--- src/rtl/isolated_mismatch_caller_macros.svh ---
// Assertion macros used by the isolated mismatch caller RTL.
`ifndef ISOLATED_MISMATCH_CALLER_MACROS_SVH
`define ISOLATED_MISMATCH_CALLER_MACROS_SVH

// Same-cycle implication, disabled during reset.
`define IMC_ASSERT_NOW(label, clk, rst, ante, cons) \
   label: assert property (@(posedge clk) disable iff (rst) (ante) |-> (cons)) \
      else $error("imc assertion failed");

// Next-cycle implication, disabled during reset.
`define IMC_ASSERT_NEXT(label, clk, rst, ante, cons) \
   label: assert property (@(posedge clk) disable iff (rst) (ante) |=> (cons)) \
      else $error("imc assertion failed");

`endif

--- src/rtl/imc_pkg.sv ---
// Package: constants, controller states and base complement for the mismatch caller.
`timescale 1ns / 1ps
package imc_pkg;

   localparam int MAX_LEN    = 128;
   localparam int ADDR_W     = $clog2(MAX_LEN);
   localparam int LEN_W      = $clog2(MAX_LEN + 1);
   localparam int RESULT_CAP = 64;
   localparam int CAP_W      = $clog2(RESULT_CAP + 1);
   localparam int BASE_W     = 8;
   localparam int STRAND_W   = 2;
   localparam int POS_W      = 7;

   localparam logic [STRAND_W-1:0] STRAND_FWD = 2'd0;
   localparam logic [STRAND_W-1:0] STRAND_REV = 2'd1;

   localparam logic [BASE_W-1:0] BASE_A = 8'h41;
   localparam logic [BASE_W-1:0] BASE_C = 8'h43;
   localparam logic [BASE_W-1:0] BASE_G = 8'h47;
   localparam logic [BASE_W-1:0] BASE_T = 8'h54;

   typedef enum logic [2:0] {
      ST_LOAD,
      ST_CHK_RD,
      ST_CHK_EV,
      ST_EM_RD,
      ST_EM_EV,
      ST_EM_OUT
   } state_type;

   // Watson-Crick complement; other bytes pass unchanged
   function automatic logic [BASE_W-1:0] complement_base(input logic [BASE_W-1:0] b);
      logic [BASE_W-1:0] r;
      r = b;
      if (b == BASE_A) r = BASE_T;
      else if (b == BASE_T) r = BASE_A;
      else if (b == BASE_C) r = BASE_G;
      else if (b == BASE_G) r = BASE_C;
      return r;
   endfunction

endpackage

--- src/rtl/imc_req_if.sv ---
// Request channel interface: one tumour/healthy base pair per request.
`timescale 1ns / 1ps
interface imc_req_if;
   logic       valid;
   logic       ready;
   logic [7:0] tumour_base;
   logic [7:0] germline_base;
   logic [1:0] strand;
   logic       last_base;

   modport source (output valid, tumour_base, germline_base, strand, last_base,
                   input ready);
   modport sink   (input valid, tumour_base, germline_base, strand, last_base,
                   output ready);
endinterface

--- src/rtl/imc_rsp_if.sv ---
// Response channel interface: one isolated mismatch per response.
`timescale 1ns / 1ps
interface imc_rsp_if;
   logic       valid;
   logic       ready;
   logic [6:0] snv_position;
   logic [7:0] normal_base;
   logic [7:0] mutant_base;
   logic       last_snv;

   modport source (output valid, snv_position, normal_base, mutant_base, last_snv,
                   input ready);
   modport sink   (input valid, snv_position, normal_base, mutant_base, last_snv,
                   output ready);
endinterface

--- src/rtl/imc_ram.sv ---
// Generic single-write, single-read RAM with registered read data.
`timescale 1ns / 1ps
module imc_ram #(
   parameter int DATA_W = 8,
   parameter int DEPTH  = 128
) (
   input  logic                     clock,
   input  logic                     wr_en,
   input  logic [$clog2(DEPTH)-1:0] wr_addr,
   input  logic [DATA_W-1:0]        wr_data,
   input  logic [$clog2(DEPTH)-1:0] rd_addr,
   output logic [DATA_W-1:0]        rd_data
);

   logic [DATA_W-1:0] mem [DEPTH];
   logic [DATA_W-1:0] rd_data_ff;

   always_ff @(posedge clock) begin
      if (wr_en) begin
         mem[wr_addr] <= wr_data;
      end
   end

   always_ff @(posedge clock) begin
      rd_data_ff <= mem[rd_addr];
   end

   assign rd_data = rd_data_ff;

endmodule

--- src/rtl/isolated_mismatch_caller.sv ---
// Isolated mismatch caller top level: sequence memories and scan controller.
`timescale 1ns / 1ps
`include "isolated_mismatch_caller_macros.svh"
// Loads one tumour/healthy base pair per cycle into two 128-entry memories
// (strand taken from the first request), then on the last pair scans the stored
// sequence: a check pass looking for adjacent mismatches (indel signature,
// nothing reported) and counting mismatches, then, if it found some and none
// adjacent, an emit pass that returns each isolated mismatch in ascending
// position, at most 64, with last_snv on the final one. Sequences shorter than
// two pairs or of another strand are dropped. Each position is read and then
// compared, as each memory has one read port with a registered read; a response
// waits on rsp_chan.ready. Requests are not taken during the scan. The memories
// need no clearing pass: only entries written for the current sequence are read.
module isolated_mismatch_caller (
   input logic       clock,
   input logic       reset,
   imc_req_if.sink   req_chan,
   imc_rsp_if.source rsp_chan
);
   import imc_pkg::*;

   state_type            state_ff, state_in;
   logic [LEN_W-1:0]     len_ff, len_in;
   logic [STRAND_W-1:0]  strand_ff, strand_in;
   logic [ADDR_W-1:0]    idx_ff, idx_in;
   logic                 prev_mm_ff, prev_mm_in;
   logic [LEN_W-1:0]     mm_count_ff, mm_count_in;
   logic [CAP_W-1:0]     limit_ff, limit_in;
   logic [CAP_W-1:0]     emit_cnt_ff, emit_cnt_in;
   logic                 rsp_valid_ff, rsp_valid_in;
   logic [POS_W-1:0]     pos_ff, pos_in;
   logic [BASE_W-1:0]    normal_ff, normal_in;
   logic [BASE_W-1:0]    mutant_ff, mutant_in;
   logic                 last_ff, last_in;

   logic                 wr_en;
   logic [ADDR_W-1:0]    wr_addr;
   logic [ADDR_W-1:0]    t_rd_addr;
   logic [BASE_W-1:0]    t_rd_data;
   logic [BASE_W-1:0]    h_rd_data;
   logic                 is_rev;
   logic [BASE_W-1:0]    mutant_now;
   logic                 mm_now;
   logic                 at_end;
   logic [LEN_W-1:0]     len_new;
   logic [LEN_W-1:0]     mm_count_new;
   logic                 last_taken;

   // Sequence memories
   imc_ram #(.DATA_W(BASE_W), .DEPTH(MAX_LEN)) u_tumour_ram (
      .clock   (clock),
      .wr_en   (wr_en),
      .wr_addr (wr_addr),
      .wr_data (req_chan.tumour_base),
      .rd_addr (t_rd_addr),
      .rd_data (t_rd_data)
   );

   imc_ram #(.DATA_W(BASE_W), .DEPTH(MAX_LEN)) u_healthy_ram (
      .clock   (clock),
      .wr_en   (wr_en),
      .wr_addr (wr_addr),
      .wr_data (req_chan.germline_base),
      .rd_addr (idx_ff),
      .rd_data (h_rd_data)
   );

   // Store addressing and reverse-strand read address
   assign req_chan.ready = (state_ff == ST_LOAD);
   assign wr_en     = req_chan.valid && req_chan.ready && (len_ff < LEN_W'(MAX_LEN));
   assign wr_addr   = len_ff[ADDR_W-1:0];
   assign is_rev    = (strand_ff == STRAND_REV);
   assign t_rd_addr = is_rev ? ADDR_W'(len_ff - LEN_W'(1) - LEN_W'(idx_ff)) : idx_ff;

   // Compare of the pair read in the previous cycle
   assign mutant_now = is_rev ? complement_base(t_rd_data) : t_rd_data;
   assign mm_now     = (mutant_now != h_rd_data);
   assign at_end     = (idx_ff == ADDR_W'(len_ff - LEN_W'(1)));

   // State register
   always_ff @(posedge clock) begin
      if (reset) begin
         state_ff <= ST_LOAD;
      end else begin
         state_ff <= state_in;
      end
   end

   // Control registers
   always_ff @(posedge clock) begin
      if (reset) begin
         len_ff       <= '0;
         strand_ff    <= STRAND_FWD;
         rsp_valid_ff <= 1'b0;
      end else begin
         len_ff       <= len_in;
         strand_ff    <= strand_in;
         rsp_valid_ff <= rsp_valid_in;
      end
   end

   // Scan counters and response payload
   always_ff @(posedge clock) begin
      idx_ff      <= idx_in;
      prev_mm_ff  <= prev_mm_in;
      mm_count_ff <= mm_count_in;
      limit_ff    <= limit_in;
      emit_cnt_ff <= emit_cnt_in;
      pos_ff      <= pos_in;
      normal_ff   <= normal_in;
      mutant_ff   <= mutant_in;
      last_ff     <= last_in;
   end

   // Next state and outputs
   always_comb begin
      state_in     = state_ff;
      len_in       = len_ff;
      strand_in    = strand_ff;
      idx_in       = idx_ff;
      prev_mm_in   = prev_mm_ff;
      mm_count_in  = mm_count_ff;
      limit_in     = limit_ff;
      emit_cnt_in  = emit_cnt_ff;
      rsp_valid_in = rsp_valid_ff;
      pos_in       = pos_ff;
      normal_in    = normal_ff;
      mutant_in    = mutant_ff;
      last_in      = last_ff;
      len_new      = len_ff;
      mm_count_new = mm_count_ff + LEN_W'(mm_now);

      unique case (state_ff)
         ST_LOAD: begin
            if (req_chan.valid) begin
               if (len_ff == '0) strand_in = req_chan.strand;
               if (len_ff < LEN_W'(MAX_LEN)) len_new = len_ff + LEN_W'(1);
               len_in = len_new;
               if (req_chan.last_base) begin
                  // short or other-strand sequences end here
                  if (len_new < LEN_W'(2) ||
                      (strand_in != STRAND_FWD && strand_in != STRAND_REV)) begin
                     len_in = '0;
                  end else begin
                     idx_in      = '0;
                     prev_mm_in  = 1'b0;
                     mm_count_in = '0;
                     state_in    = ST_CHK_RD;
                  end
               end
            end
         end
         ST_CHK_RD: begin
            state_in = ST_CHK_EV;
         end
         ST_CHK_EV: begin
            if (mm_now && prev_mm_ff) begin
               // adjacent mismatches: indel signature, report nothing
               len_in   = '0;
               state_in = ST_LOAD;
            end else if (at_end) begin
               if (mm_count_new == '0) begin
                  len_in   = '0;
                  state_in = ST_LOAD;
               end else begin
                  limit_in    = (mm_count_new > LEN_W'(RESULT_CAP)) ? CAP_W'(RESULT_CAP)
                                                                    : CAP_W'(mm_count_new);
                  emit_cnt_in = '0;
                  idx_in      = '0;
                  state_in    = ST_EM_RD;
               end
            end else begin
               prev_mm_in  = mm_now;
               mm_count_in = mm_count_new;
               idx_in      = idx_ff + ADDR_W'(1);
               state_in    = ST_CHK_RD;
            end
         end
         ST_EM_RD: begin
            state_in = ST_EM_EV;
         end
         ST_EM_EV: begin
            if (mm_now) begin
               pos_in       = POS_W'(idx_ff);
               normal_in    = h_rd_data;
               mutant_in    = mutant_now;
               last_in      = (emit_cnt_ff == limit_ff - CAP_W'(1));
               rsp_valid_in = 1'b1;
               state_in     = ST_EM_OUT;
            end else if (at_end) begin
               len_in   = '0;
               state_in = ST_LOAD;
            end else begin
               idx_in   = idx_ff + ADDR_W'(1);
               state_in = ST_EM_RD;
            end
         end
         ST_EM_OUT: begin
            if (rsp_chan.ready) begin
               rsp_valid_in = 1'b0;
               emit_cnt_in  = emit_cnt_ff + CAP_W'(1);
               if (last_ff || at_end) begin
                  len_in   = '0;
                  state_in = ST_LOAD;
               end else begin
                  idx_in   = idx_ff + ADDR_W'(1);
                  state_in = ST_EM_RD;
               end
            end
         end
         default: begin
            state_in = ST_LOAD;
         end
      endcase
   end

   assign rsp_chan.valid        = rsp_valid_ff;
   assign rsp_chan.snv_position = pos_ff;
   assign rsp_chan.normal_base  = normal_ff;
   assign rsp_chan.mutant_base  = mutant_ff;
   assign rsp_chan.last_snv     = last_ff;

   // final response of a sequence taken this cycle
   assign last_taken = rsp_valid_ff && rsp_chan.ready && last_ff;

   // Checks
   `IMC_ASSERT_NOW(a_rsp_only_in_emit, clock, reset, rsp_valid_ff, state_ff == ST_EM_OUT)
   `IMC_ASSERT_NOW(a_len_bounded, clock, reset, 1'b1, len_ff <= LEN_W'(MAX_LEN))
   `IMC_ASSERT_NOW(a_scan_len_ok, clock, reset, state_ff != ST_LOAD, len_ff >= LEN_W'(2))
   `IMC_ASSERT_NOW(a_emit_under_cap, clock, reset, state_ff == ST_EM_OUT, emit_cnt_ff < limit_ff)
   `IMC_ASSERT_NEXT(a_last_ends_seq, clock, reset, last_taken, state_ff == ST_LOAD && len_ff == '0)

endmodule
--- src/flat_wrapper.sv ---
// flat-port wrapper written by rule: the top's interface ports become plain ports
module isolated_mismatch_caller_flat import imc_pkg::*;
  (clock, reset, req_chan_valid, req_chan_tumour_base, req_chan_germline_base, req_chan_strand, req_chan_last_base, req_chan_ready, rsp_chan_valid, rsp_chan_snv_position, rsp_chan_normal_base, rsp_chan_mutant_base, rsp_chan_last_snv, rsp_chan_ready);
  imc_req_if req_chan_i ();
  imc_rsp_if rsp_chan_i ();
  input logic clock;
  input logic reset;
  input wire logic [$bits(req_chan_i.valid)-1:0] req_chan_valid;
  input wire logic [$bits(req_chan_i.tumour_base)-1:0] req_chan_tumour_base;
  input wire logic [$bits(req_chan_i.germline_base)-1:0] req_chan_germline_base;
  input wire logic [$bits(req_chan_i.strand)-1:0] req_chan_strand;
  input wire logic [$bits(req_chan_i.last_base)-1:0] req_chan_last_base;
  output wire logic [$bits(req_chan_i.ready)-1:0] req_chan_ready;
  output wire logic [$bits(rsp_chan_i.valid)-1:0] rsp_chan_valid;
  output wire logic [$bits(rsp_chan_i.snv_position)-1:0] rsp_chan_snv_position;
  output wire logic [$bits(rsp_chan_i.normal_base)-1:0] rsp_chan_normal_base;
  output wire logic [$bits(rsp_chan_i.mutant_base)-1:0] rsp_chan_mutant_base;
  output wire logic [$bits(rsp_chan_i.last_snv)-1:0] rsp_chan_last_snv;
  input wire logic [$bits(rsp_chan_i.ready)-1:0] rsp_chan_ready;
  assign req_chan_i.valid = req_chan_valid;
  assign req_chan_i.tumour_base = req_chan_tumour_base;
  assign req_chan_i.germline_base = req_chan_germline_base;
  assign req_chan_i.strand = req_chan_strand;
  assign req_chan_i.last_base = req_chan_last_base;
  assign req_chan_ready = req_chan_i.ready;
  assign rsp_chan_valid = rsp_chan_i.valid;
  assign rsp_chan_snv_position = rsp_chan_i.snv_position;
  assign rsp_chan_normal_base = rsp_chan_i.normal_base;
  assign rsp_chan_mutant_base = rsp_chan_i.mutant_base;
  assign rsp_chan_last_snv = rsp_chan_i.last_snv;
  assign rsp_chan_i.ready = rsp_chan_ready;
  isolated_mismatch_caller u_core (.clock(clock), .reset(reset), .req_chan(req_chan_i), .rsp_chan(rsp_chan_i));
endmodule
--- config.mk ---
export PLATFORM = sky130hd
export DESIGN_NAME = isolated_mismatch_caller_flat
export DESIGN_NICKNAME = d
export VERILOG_FILES = /design/src/rtl/imc_pkg.sv /design/src/rtl/imc_req_if.sv /design/src/rtl/imc_rsp_if.sv /design/src/rtl/imc_ram.sv /design/src/rtl/isolated_mismatch_caller.sv /design/src/flat_wrapper.sv
export VERILOG_INCLUDE_DIRS = /design/src /design/src/rtl
export SDC_FILE = /design/constraint.sdc
export NUM_CORES = 2
export LEC_CHECK = 0
export ABC_AREA = 1
export BUFFER_PORTS_ARGS = -buffer_cell sky130_fd_sc_hd__buf_2
export CAP_MARGIN = 10
export CORE_MARGIN = 10
export CORE_UTILIZATION = 65
export DETAILED_ROUTE_END_ITERATION = 8
export PLACE_DENSITY_LB_ADDON = 0.1
export RECOVER_POWER = 100
export SLEW_MARGIN = 20
export SYNTH_ARGS = -nofsm -noshare
export SYNTH_HDL_FRONTEND = slang
export SYNTH_SLANG_ARGS = --single-unit
export TNS_END_PERCENT = 5
--- constraint.sdc ---
create_clock -name clock -period 8.82 [get_ports clock]
set_input_delay 1.323 -clock clock [delete_from_list [all_inputs] [get_ports clock]]
set_output_delay 1.323 -clock clock [all_outputs]
set_load 0.005 [all_outputs]
==> out/results.tsv <==
metric	value	unit
Syn Area/Cell	12.8	um2
fmax	0.150	GHz
Post-CTS Resized	0	
final net count	6708	
outcome	finished, violations left	
Required @ worst endpoint	9.57	ns
CTS tree	yes	
Slew Limit Fails	2680	
Rows	132	
Leakage	29.5	nW
Crit path arrival time	7.43	ns
IO Port Bufs	48	
top-count cell post-synth	edfxtp_1	
CP Max Fanout	82	
# setup viols final	0	
Vias	56400	
setup TNS	0	ns
area of the multi-input gates	19200	um2
syn_nets	6714	
die area	146000	um2
height of the die	382	um
Period Utilization, post-route	0.757	
drt wl/cell	27.2	um
top cell type's share of synthesized area	0.740	
Max clock buf depth	3	
Post-synth EDFFs	2102	
largest area contributor in the netlist	edfxtp_1	
asr flop ratio synth	0	
Worst-path clk slew	0.06	ns
first-pass GRT wire length	340000	um
max cap viols	58	
RSZ-0062 raised after global routing	false	
CTS sink cnt	2132	
CP Launch Type	register	
failing checks	max-capacitance violations, max-slew violations	
HP Class	register to register	
clock skew	0.0331	ns
Worst-Skew Late Latency	0.86	ns
sequential-to-total area share from yosys stat	0.747	
ys flop type	edfxtp_1	
post-DP HPWL	129000	um
initial antenna violation count	10	
Synth warnings	0	
Routed WL	233000	um
Post-CTS Hold Buffers	0	
CTS H-Tree Depth	4	
largest net degree at the start of global routing	205	
VDD IR max	0.256	mV
Final Wtd Congestion	0.892	
Cells after Synth	6676	
Period minus WS final	6.67	ns
Max-slew headroom	-2.06	
vias per cell	6.57	
Core Area	130000	um2
P&R area growth vs syn	8.96	%
synth cell count leaders	edfxtp_1 (2102), nor2_1 (1555), o21ai_0 (1179)	
worst slew pin tran	4.58	ns
IO Pins	49	
synthesized area	85300	um2
DRC	0	
CTS Root Cell	clkbuf_16	
Fillers	8756	
DRT Pass-1 Iters	6	
critical path class	register to register	
Seq. cell area	63700	um2
top post-synthesis cells by area	edfxtp_1 (74%), o21ai_0 (6.9%), nor2_1 (6.8%)	
# Post-CTS Setup Buffers	0	
initial DRC count	8427	
PD cells	288	nW/um2
Final Hold Fails	0	
Initial Util	0.656	
die width	382	um
grt total ovfl	0	
Yosys reg bits	2132	
Synth cell types	45	
total power	0.0268	W
vias in the first global route	52600	
Total GRT Usage	0.311	
layout cell share with drive strength beyond 1	0.0513	
CTS buffer count	203	
DRT antenna net count	0	
CP Capture Type	register	
## cells in the final DEF (no fill, tap or decap), types with 52 or more instances in the layout
master / instances
edfxtp_1: 2102
inv_1: 90
o22ai_1: 329
o211ai_1: 218
nor2_1: 1556
clkbuf_1: 257
nand3_1: 248
clkinv_1: 52
o21ai_0: 1178
nand2_1: 270
clkbuf_16: 207
## registers in the layout (all words and copies together), names as in the netlist, 8 cells and up, named ones only
name	count
u_core.u_healthy_ram.mem	1024
u_core.u_tumour_ram.mem	1024
u_core.len_ff	8
u_core.mm_count_ff	8
u_core.rsp_chan.mutant_base	8
u_core.rsp_chan.normal_base	8
u_core.u_healthy_ram.rd_data	8
u_core.u_tumour_ram.rd_data	8
## routing by layer
metal  GRT usage  up-vias  part of all wire
li1            -    24600                 -
met1       0.435    27500              0.37
met2       0.471     3640              0.45
met3      0.0730      599              0.13
met4       0.136        8             0.047
met5           0        -           0.00063
## final timing paths
check,start,end,slack [ns],cells past startpoint
setup / recovery,u_core.idx_ff[0],u_core.u_healthy_ram.rd_data[1],2.15,11
hold / removal,u_core.u_healthy_ram.rd_data[1],u_core.rsp_chan.normal_base[1],0.49,0
setup reg to reg,u_core.idx_ff[0],u_core.u_healthy_ram.rd_data[1],2.15,11
hold reg to reg,u_core.u_healthy_ram.rd_data[1],u_core.rsp_chan.normal_base[1],0.49,0
## cell families (layout without fill, tap and decap cells)
kind of cell	count (synthesis)	in the layout	share of synthesized area
flip-flops	2132	2132	0.747
AND/OR/NAND/NOR	2125	2125	0.0996
AO/OA/AOI/OAI	1808	1808	0.120
buffers and inverters	565	728	0.0277
XOR/XNOR	31	31	0.00318
adder cells (fa/ha/maj)	15	15	0.00229
other	0	3	0
## power breakdown
group | total (W) | internal [W] | switching, W
Sequential | 0.0115 | 0.0113 | 0.000170
Clock | 0.00817 | 0.00452 | 0.00365
Combinational | 0.00709 | 0.00179 | 0.00530
Total | 0.0268 | 0.0177 | 0.00912
## area by class of cell
type / count / share of cell area
clock buffer: 272 / 0.0588
sequential: 2132 / 0.686
multi-input combinational: 3979 / 0.207
timing repair buffer: 250 / 0.0130
antenna: 3 / 0.0000808
clock inverter: 102 / 0.00782
tap: 1742 / 0.0235
inverter: 104 / 0.00442
## per-stage QoR
| stage | instances | setup WS (ns) | cell area [um2] | hold WS [ns] | utilization |
|---|---|---|---|---|---|
| after floorplan | 6676 | 5.39 | 85300 | 0.424 | - |
| after global placement | 8206 | 3.63 | 87500 | 0.455 | 0.673 |
| after detailed placement | 8206 | 3.66 | 87500 | 0.452 | 0.673 |
| after CTS | 8580 | 3.64 | 93600 | 0.483 | 0.720 |
| after global routing | 8581 | 1.87 | 92900 | 0.491 | 0.715 |
| final | 8584 | 2.15 | 92900 | 0.488 | 0.715 |
## critical path, cell delays in order (launching register included)
cell and delay, ns:
edfxtp_1 0.54, clkbuf_1 2.53, buf_4 0.80, buf_4 0.73, o21ai_0 0.21, o22ai_1 0.20
nor2_1 0.09, o32ai_1 0.59, nand2_1 0.13, nand3_1 0.21, nand3_1 0.20, nand2_1 0.21
Note: power is estimated with default switching activity, not from simulation.
